==> src/rtl/pps_pkg.sv <==
// types, constants and sizes shared by the preemptive priority scheduler
`default_nettype none

package pps_pkg;

   // ready table depth and derived widths
   localparam int QUEUE_DEPTH = 16;
   localparam int QIDX_W      = (QUEUE_DEPTH > 1) ? $clog2(QUEUE_DEPTH) : 1;
   localparam int CNT_W       = $clog2(QUEUE_DEPTH + 1);

   // field widths
   localparam int TIME_W = 32;
   localparam int ID_W   = 16;
   localparam int BURST_W = 16;
   localparam int PRI_W  = 8;
   localparam int WCNT_W = 5;

   // stream widths
   localparam int REQ_DATA_W  = 104;
   localparam int REQ_USER_W  = 1;
   localparam int RSP_DATA_W  = 160;
   localparam int RSP_USER_W  = 2;

   // request kinds
   localparam logic FUNC_ARRIVAL = 1'b0;
   localparam logic FUNC_DONE    = 1'b1;

   // one process record, as held in the ready table
   typedef struct packed {
      logic [ID_W-1:0]    id;
      logic [TIME_W-1:0]  arrival;
      logic [BURST_W-1:0] total;
      logic [BURST_W-1:0] remaining;
      logic [PRI_W-1:0]   prio;
   } proc_type;

   typedef enum logic [2:0] {
      ST_IDLE,
      ST_EXEC,
      ST_SCAN,
      ST_COMMIT,
      ST_RESP
   } state_type;

endpackage

`default_nettype wire

==> src/rtl/preemptive_priority_scheduler.sv <==
// preemptive priority scheduler: running record, ready table and scan sequencer
//
//  channel | direction | handshake          | payload
//  --------+-----------+--------------------+------------------------------------------
//  req     | in        | req_tvalid/tready  | tuser: func; tdata: event and new process
//  rsp     | out       | rsp_tvalid/tready  | tuser: run_valid, dropped; tdata: record
//
// an arrival or a completion on an empty table passes from acceptance through the
// execute state to the response state (accept, execute, respond)
// a completion with entries waiting reads the ready table once per entry through a
// single read port in the scan state, then refills the chosen slot in the commit state
// before it offers its response (a full table holds 16 entries)
// reset clears the running record and the table fill count; table contents
// stay unknown until written and only entries below the fill count are read
// one request at a time: req_tready is low from acceptance until the response is taken
`default_nettype none

module preemptive_priority_scheduler
   import pps_pkg::*;
(
   input  wire logic                  clock,
   input  wire logic                  reset,

   input  wire logic                  req_tvalid,
   output      logic                  req_tready,
   // now_time[31:0], new_id[47:32], new_arrival[79:48], new_burst[95:80],
   // new_priority[103:96]
   input  wire logic [REQ_DATA_W-1:0] req_tdata,
   // func[0]
   input  wire logic [REQ_USER_W-1:0] req_tuser,

   output      logic                  rsp_tvalid,
   input  wire logic                  rsp_tready,
   // run_id[15:0], run_arrival[47:16], run_total[63:48], run_remaining[79:64],
   // run_start[111:80], run_end[143:112], run_priority[151:144],
   // waiting_count[156:152], zero fill[159:157]
   output      logic [RSP_DATA_W-1:0] rsp_tdata,
   // run_valid[0], dropped[1]
   output      logic [RSP_USER_W-1:0] rsp_tuser
);

   // sequencer
   state_type state_ff, state_in;

   // latched request
   logic              func_ff, func_in;
   logic [TIME_W-1:0] now_ff, now_in;
   proc_type          new_ff, new_in;

   // running record
   logic              run_valid_ff, run_valid_in;
   proc_type          run_ff, run_in;
   logic [TIME_W-1:0] run_start_ff, run_start_in;
   logic [TIME_W-1:0] run_end_ff, run_end_in;

   // table bookkeeping
   logic [CNT_W-1:0]  count_ff, count_in;
   logic              dropped_ff, dropped_in;

   // scan datapath
   logic [CNT_W-1:0]  scan_idx_ff, scan_idx_in;
   logic              rd_valid_ff, rd_valid_in;
   logic [QIDX_W-1:0] rd_idx_ff, rd_idx_in;
   logic [QIDX_W-1:0] best_idx_ff, best_idx_in;
   proc_type          best_ff, best_in;
   proc_type          last_ff, last_in;

   // ready table memory, one write and one registered read port
   proc_type          mem_ff [QUEUE_DEPTH];
   proc_type          rd_data_ff;
   logic [QIDX_W-1:0] rd_addr;
   logic              mem_we;
   logic [QIDX_W-1:0] mem_waddr;
   proc_type          mem_wdata;

   // helpers
   logic [QIDX_W-1:0] last_idx;
   logic [TIME_W-1:0] time_diff;
   logic [BURST_W-1:0] preempt_rem;
   logic              table_full;

   assign last_idx   = QIDX_W'(count_ff - CNT_W'(1));
   assign table_full = (count_ff >= CNT_W'(QUEUE_DEPTH));
   assign time_diff  = run_end_ff - now_ff;

   // time left for a preempted process, clamped at zero and saturated
   always_comb begin
      if (run_end_ff > now_ff) begin
         preempt_rem = (time_diff[TIME_W-1:BURST_W] != '0) ? '1 : time_diff[BURST_W-1:0];
      end else begin
         preempt_rem = '0;
      end
   end

   // next state
   always_comb begin
      state_in = state_ff;
      unique case (state_ff)
         ST_IDLE: begin
            if (req_tvalid) begin
               state_in = ST_EXEC;
            end
         end
         ST_EXEC: begin
            if (func_ff == FUNC_DONE && count_ff != '0) begin
               state_in = ST_SCAN;
            end else begin
               state_in = ST_RESP;
            end
         end
         ST_SCAN: begin
            if (rd_valid_ff && rd_idx_ff == last_idx) begin
               state_in = ST_COMMIT;
            end
         end
         ST_COMMIT: begin
            state_in = ST_RESP;
         end
         ST_RESP: begin
            if (rsp_tready) begin
               state_in = ST_IDLE;
            end
         end
         default: begin
            state_in = ST_IDLE;
         end
      endcase
   end

   // datapath and outputs
   always_comb begin
      func_in      = func_ff;
      now_in       = now_ff;
      new_in       = new_ff;
      run_valid_in = run_valid_ff;
      run_in       = run_ff;
      run_start_in = run_start_ff;
      run_end_in   = run_end_ff;
      count_in     = count_ff;
      dropped_in   = dropped_ff;
      scan_idx_in  = scan_idx_ff;
      rd_valid_in  = 1'b0;
      rd_idx_in    = rd_idx_ff;
      best_idx_in  = best_idx_ff;
      best_in      = best_ff;
      last_in      = last_ff;
      rd_addr      = scan_idx_ff[QIDX_W-1:0];
      mem_we       = 1'b0;
      mem_waddr    = count_ff[QIDX_W-1:0];
      mem_wdata    = new_ff;
      req_tready   = 1'b0;
      rsp_tvalid   = 1'b0;

      unique case (state_ff)
         ST_IDLE: begin
            req_tready = 1'b1;
            if (req_tvalid) begin
               func_in            = req_tuser[0];
               now_in             = req_tdata[31:0];
               new_in.id          = req_tdata[47:32];
               new_in.arrival     = req_tdata[79:48];
               new_in.total       = req_tdata[95:80];
               new_in.remaining   = req_tdata[95:80];
               new_in.prio        = req_tdata[103:96];
               dropped_in         = 1'b0;
            end
         end
         ST_EXEC: begin
            scan_idx_in = '0;
            if (func_ff == FUNC_ARRIVAL) begin
               priority if (!run_valid_ff) begin
                  run_valid_in = 1'b1;
                  run_in       = new_ff;
                  run_start_in = now_ff;
                  run_end_in   = now_ff + TIME_W'(new_ff.remaining);
               end else if (table_full) begin
                  dropped_in = 1'b1;
               end else if (new_ff.prio < run_ff.prio) begin
                  // preempt: park the running process at the table tail
                  mem_we              = 1'b1;
                  mem_wdata           = run_ff;
                  mem_wdata.remaining = preempt_rem;
                  count_in            = count_ff + CNT_W'(1);
                  run_in              = new_ff;
                  run_start_in        = now_ff;
                  run_end_in          = now_ff + TIME_W'(new_ff.remaining);
               end else begin
                  mem_we   = 1'b1;
                  count_in = count_ff + CNT_W'(1);
               end
            end else if (count_ff == '0) begin
               // nothing waiting: go idle with a null record
               run_valid_in = 1'b0;
               run_in       = '0;
               run_start_in = '0;
               run_end_in   = '0;
            end
         end
         ST_SCAN: begin
            // issue one table read per cycle
            if (scan_idx_ff < count_ff) begin
               rd_valid_in = 1'b1;
               rd_idx_in   = scan_idx_ff[QIDX_W-1:0];
               scan_idx_in = scan_idx_ff + CNT_W'(1);
            end
            // compare the entry read last cycle, first index wins ties
            if (rd_valid_ff) begin
               if (rd_idx_ff == '0 || rd_data_ff.prio < best_ff.prio) begin
                  best_idx_in = rd_idx_ff;
                  best_in     = rd_data_ff;
               end
               if (rd_idx_ff == last_idx) begin
                  last_in = rd_data_ff;
               end
            end
         end
         ST_COMMIT: begin
            // last entry fills the hole left by the chosen one
            mem_we       = 1'b1;
            mem_waddr    = best_idx_ff;
            mem_wdata    = last_ff;
            count_in     = count_ff - CNT_W'(1);
            run_valid_in = 1'b1;
            run_in       = best_ff;
            run_start_in = now_ff;
            run_end_in   = now_ff + TIME_W'(best_ff.remaining);
         end
         ST_RESP: begin
            rsp_tvalid = 1'b1;
         end
         default: begin
         end
      endcase
   end

   // response payload straight from the running record, the fill count and the drop flag
   assign rsp_tdata = {3'b000,
                       WCNT_W'(count_ff),
                       run_ff.prio,
                       run_end_ff,
                       run_start_ff,
                       run_ff.remaining,
                       run_ff.total,
                       run_ff.arrival,
                       run_ff.id};
   assign rsp_tuser = {dropped_ff, run_valid_ff};

   // control registers
   always_ff @(posedge clock) begin
      if (reset) begin
         state_ff     <= ST_IDLE;
         run_valid_ff <= 1'b0;
         run_ff       <= '0;
         run_start_ff <= '0;
         run_end_ff   <= '0;
         count_ff     <= '0;
         dropped_ff   <= 1'b0;
         rd_valid_ff  <= 1'b0;
      end else begin
         state_ff     <= state_in;
         run_valid_ff <= run_valid_in;
         run_ff       <= run_in;
         run_start_ff <= run_start_in;
         run_end_ff   <= run_end_in;
         count_ff     <= count_in;
         dropped_ff   <= dropped_in;
         rd_valid_ff  <= rd_valid_in;
      end
   end

   // payload registers
   always_ff @(posedge clock) begin
      func_ff     <= func_in;
      now_ff      <= now_in;
      new_ff      <= new_in;
      scan_idx_ff <= scan_idx_in;
      rd_idx_ff   <= rd_idx_in;
      best_idx_ff <= best_idx_in;
      best_ff     <= best_in;
      last_ff     <= last_in;
   end

   // ready table
   always_ff @(posedge clock) begin
      if (mem_we) begin
         mem_ff[mem_waddr] <= mem_wdata;
      end
      rd_data_ff <= mem_ff[rd_addr];
   end

endmodule

`default_nettype wire

==> config.mk <==
export PLATFORM = sky130hd
export DESIGN_NAME = preemptive_priority_scheduler
export DESIGN_NICKNAME = d
export VERILOG_FILES = /design/src/rtl/pps_pkg.sv /design/src/rtl/preemptive_priority_scheduler.sv
export SDC_FILE = /design/constraint.sdc
export NUM_CORES = 2
export LEC_CHECK = 0
export BUFFER_PORTS_ARGS = -buffer_cell sky130_fd_sc_hd__buf_2
export CORE_MARGIN = 3
export CORE_UTILIZATION = 38
export CTS_CLUSTER_SIZE = 30
export DETAILED_ROUTE_END_ITERATION = 12
export GPL_ROUTABILITY_DRIVEN = 0
export PLACE_DENSITY = 0.57
export SETUP_SLACK_MARGIN = 0.4
export SLEW_MARGIN = 20
export SYNTH_ARGS = -nofsm -noshare
export SYNTH_HDL_FRONTEND = slang
export SYNTH_SLANG_ARGS = --single-unit
==> constraint.sdc <==
create_clock -name clock -period 9.3 [get_ports clock]
set_input_delay 1.86 -clock clock [delete_from_list [all_inputs] [get_ports clock]]
set_output_delay 1.86 -clock clock [all_outputs]
set_load 0.005 [all_outputs]
==> out/summary.json <==
{
  "outcome": {"value": "completed"},
  "ctsRootBufferMaster": {"value": "clkbuf_16"},
  "grt_remaining_overflow": {"value": 0},
  "post-route-period-util": {"value": 50.2, "unit": "%"},
  "routed_antenna_nets": {"value": 0},
  "ys_types": {"value": 81},
  "dieWidth": {"value": 455, "unit": "um"},
  "rsz_0062_raised_after_global_routing": {"value": "no"},
  "timing_worst_slew_pin_value": {"value": 1.23, "unit": "ns"},
  "synth-async-reset-ratio": {"value": 0, "unit": "%"},
  "ios": {"value": 273},
  "num_vias": {"value": 42204},
  "slew_violations": {"value": 0},
  "syn_area_per_cell": {"value": 18.5, "unit": "um^2"},
  "tritoncts_clock_tree": {"value": "yes"},
  "crit_path_start_kind": {"value": "flop"},
  "grt_first_pass_wirelength": {"value": 306, "unit": "mm"},
  "main_combinational_cell_family_by_area_after_synthesis": {"value": "multiplexers"},
  "design.die.area": {"value": 0.207, "unit": "mm^2"},
  "timing.setup.critical_path_class": {"value": "reg -> reg"},
  "post_cts_resized": {"value": 0},
  "dr.first_iter.drc_count": {"value": 4242},
  "floorplan.initialDensity": {"value": 38.3, "unit": "%"},
  "fin_skew": {"value": 0.0487, "unit": "ns"},
  "combined_area_of_all_synthesized_cells": {"value": 0.0767, "unit": "mm^2"},
  "die_h": {"value": 455, "unit": "um"},
  "layout.cells.most_common": {"value": "edfxtp_1"},
  "synthAdderAreaFrac": {"value": 1.48, "unit": "%"},
  "synthesis.instances": {"value": 4141},
  "detailed_route_wl": {"value": 213, "unit": "mm"},
  "vdd_ir_drop_max": {"value": 0.205, "unit": "mV"},
  "max-cap-violations": {"value": 0},
  "cp_data_arrival_time": {"value": 5.10, "unit": "ns"},
  "synth.yosys.seq_area_share": {"value": 73.2, "unit": "%"},
  "grt_antenna_before_repair": {"value": 5},
  "finalHoldViolCount": {"value": 0},
  "fp-row-count": {"value": 164},
  "cts_max_level": {"value": 4},
  "vias_per_cell": {"value": 5.76},
  "ranking_of_synthesized_cells_by_area": {"value": "edfxtp_1, mux4_2, dfxtp_1"},
  "clock_path_buffers": {"value": 3},
  "finish.net_count": {"value": 4694},
  "fp.coreArea": {"value": 0.200, "unit": "mm^2"},
  "cts_sinks": {"value": 1953},
  "routed_wire_length_per_instance": {"value": 29.0, "unit": "um"},
  "synth_largest_area_cell": {"value": "edfxtp_1"},
  "yosys_warnings": {"value": 0},
  "worstHoldPathType": {"value": "reg -> reg"},
  "synth.top_cell.area_share": {"value": 66.7, "unit": "%"},
  "worstSetupEndpointType": {"value": "flop"},
  "worst-path-max-fanout": {"value": 66},
  "min_period": {"value": 4.67, "unit": "ns"},
  "timing.fmax": {"value": 214, "unit": "MHz"},
  "dr.pass1.iters": {"value": 6},
  "drc": {"value": 0},
  "synth-edff-count": {"value": 1702},
  "postSynth.topFlopCell": {"value": "edfxtp_1"},
  "largest_net_degree_at_the_start_of_global_routing": {"value": 101},
  "cts.reportedPaths.clkPinSlew": {"value": 0.06, "unit": "ns"},
  "insertion_delay": {"value": 0.85, "unit": "ns"},
  "synthXorXnorAreaFrac": {"value": 0.844, "unit": "%"},
  "grt_use_total": {"value": 20.3, "unit": "%"},
  "lkg_pwr": {"value": 0.0290, "unit": "uW"},
  "buffer_ports.inserted": {"value": 269},
  "holdBufCountCts": {"value": 0},
  "layout-drive-gt1-share": {"value": 26.0, "unit": "%"},
  "syn_to_final_growth": {"value": 15.5, "unit": "%"},
  "required": {"value": 9.73, "unit": "ns"},
  "first_global_vias": {"value": 42606},
  "commonest_cells_after_routing_fill_and_taps_aside": {"value": "edfxtp_1, mux4_2, buf_2"},
  "max_slew_margin": {"value": 17.7, "unit": "%"},
  "finalSetupViolCount": {"value": 0},
  "synth-seq-cells": {"value": 1953},
  "cts-buffers-inserted": {"value": 197},
  "synth-compound-area-share": {"value": 6.09, "unit": "%"},
  "powerDensity": {"value": 216, "unit": "mW/mm^2"},
  "placed_cells": {"value": 6952},
  "final.setup.tns": {"value": 0, "unit": "ns"},
  "synth_simple_gate_area_share": {"value": 3.66, "unit": "%"},
  "hpwlAfterDp": {"value": 115, "unit": "mm"},
  "postCtsSetupBuffers": {"value": 0},
  "share_of_cell_area_taken_by_muxes_after_synthesis": {"value": 13.0, "unit": "%"},
  "stdcell_count": {"value": 7325}
}
==> metrics by stage <==
step                      total power [uW]  hold slack [ns]  utilization, %  setup WS (ns)  cell area [um^2]
after CTS                            19300            0.386            44.2           4.45             88400
after global routing                 19700            0.406            44.2           4.51             88500
after detailed placement             11300            0.412            40.9           4.49             81800
after floorplan                      10700            0.404               -           3.38             76700
final                                19100            0.405            44.2           4.63             88500
after global placement               11300            0.406            40.9           4.52             81800
==> synth_stat cells, drive strengths merged, types with 6 or more instances <==
library cell  instances
o21bai                9
nand2b               15
a211oi               76
mux4                440
o21ai               116
o221ai                7
nor2                218
a22o                  7
a31oi                29
a22oi               179
edfxtp             1702
a221oi               54
nand2                62
a21oi                76
nor2b                11
nor4                  7
o211ai               13
xor2                 22
a21o                 29
o21a                 20
nor3                123
xnor2                51
inv                  71
buf                  78
nand3                33
dfxtp               251
or3                   6
nand4                24
ha                   86
o22ai                 7
and3                 66
clkbuf              182
==> registers in the layout, summed over array words and instances, names as in the netlist <==
register / flops
rsp_tdata: 88
rd_data_ff: 88
best_idx_ff: 4
best_ff: 88
run_start_ff: 32
scan_idx_ff: 5
run_end_ff: 32
func_ff: 1
run_valid_ff: 1
count_ff: 5
mem_ff: 1408
new_ff: 72
state_ff: 3
dropped_ff: 1
rd_valid_ff: 1
last_ff: 88
rd_idx_ff: 4
now_ff: 32
==> critical path: stages, from the launching register on <==
cell,delay [ns]
dfxtp_4,0.90
inv_1,0.40
nor2_4,0.19
buf_4,0.65
a31oi_1,0.52
nor2_4,0.73
buf_4,0.77
==> layout make-up <==
class	instances	area, um^2
Antenna cell	1	2.50
Clock buffer	274	5540
Clock inverter	97	1100
Fill cell	17172	112000
Inverter	71	267
Multi-Input combinational cell	1859	19500
Sequential cell	1953	56100
Tap cell	2656	3320
Timing Repair Buffer	414	2620
==> metal layers <==
layer  global-route usage, %  share of wire, %  up-vias
met4                    6.43               3.1        2
met1                    27.2                41    22427
li1                        -                 -    17721
met5                       0            0.0061        -
met3                    3.04               6.1      389
met2                    34.3                50     1665
==> cells by family (layout without fill, tap and decap cells) <==
family / Yosys count / in the layout
flip-flops: 1953 / 1953
AND/OR/NAND/NOR: 583 / 583
AO/OA/AOI/OAI: 667 / 667
adder cells (fa/ha/maj): 89 / 89
buffers and inverters: 331 / 856
XOR/XNOR: 73 / 73
other: 1 / 4
multiplexers: 444 / 444
==> report_power, final <==
part / total, uW / switching (uW) / internal [uW]
Clock: 8040 / 3360 / 4680
Combinational: 1220 / 747 / 471
Sequential: 9860 / 133 / 9730
Total: 19100 / 4240 / 14900
==> final timing paths <==
check | from | end | slack [ns] | cells after the start
worst max register to register | state_ff[1]$_SDFFE_PP0P_ | mem_ff[6][70]$_DFFE_PP_ | 4.63 | 6
worst min-delay path | rd_data_ff[60]$_DFF_P_ | best_ff[60]$_DFFE_PP_ | 0.40 | 0
worst min register to register | rd_data_ff[60]$_DFF_P_ | best_ff[60]$_DFFE_PP_ | 0.40 | 0
worst max-delay path | state_ff[1]$_SDFFE_PP0P_ | mem_ff[6][70]$_DFFE_PP_ | 4.63 | 6
Power figures use the tool's default switching activity.
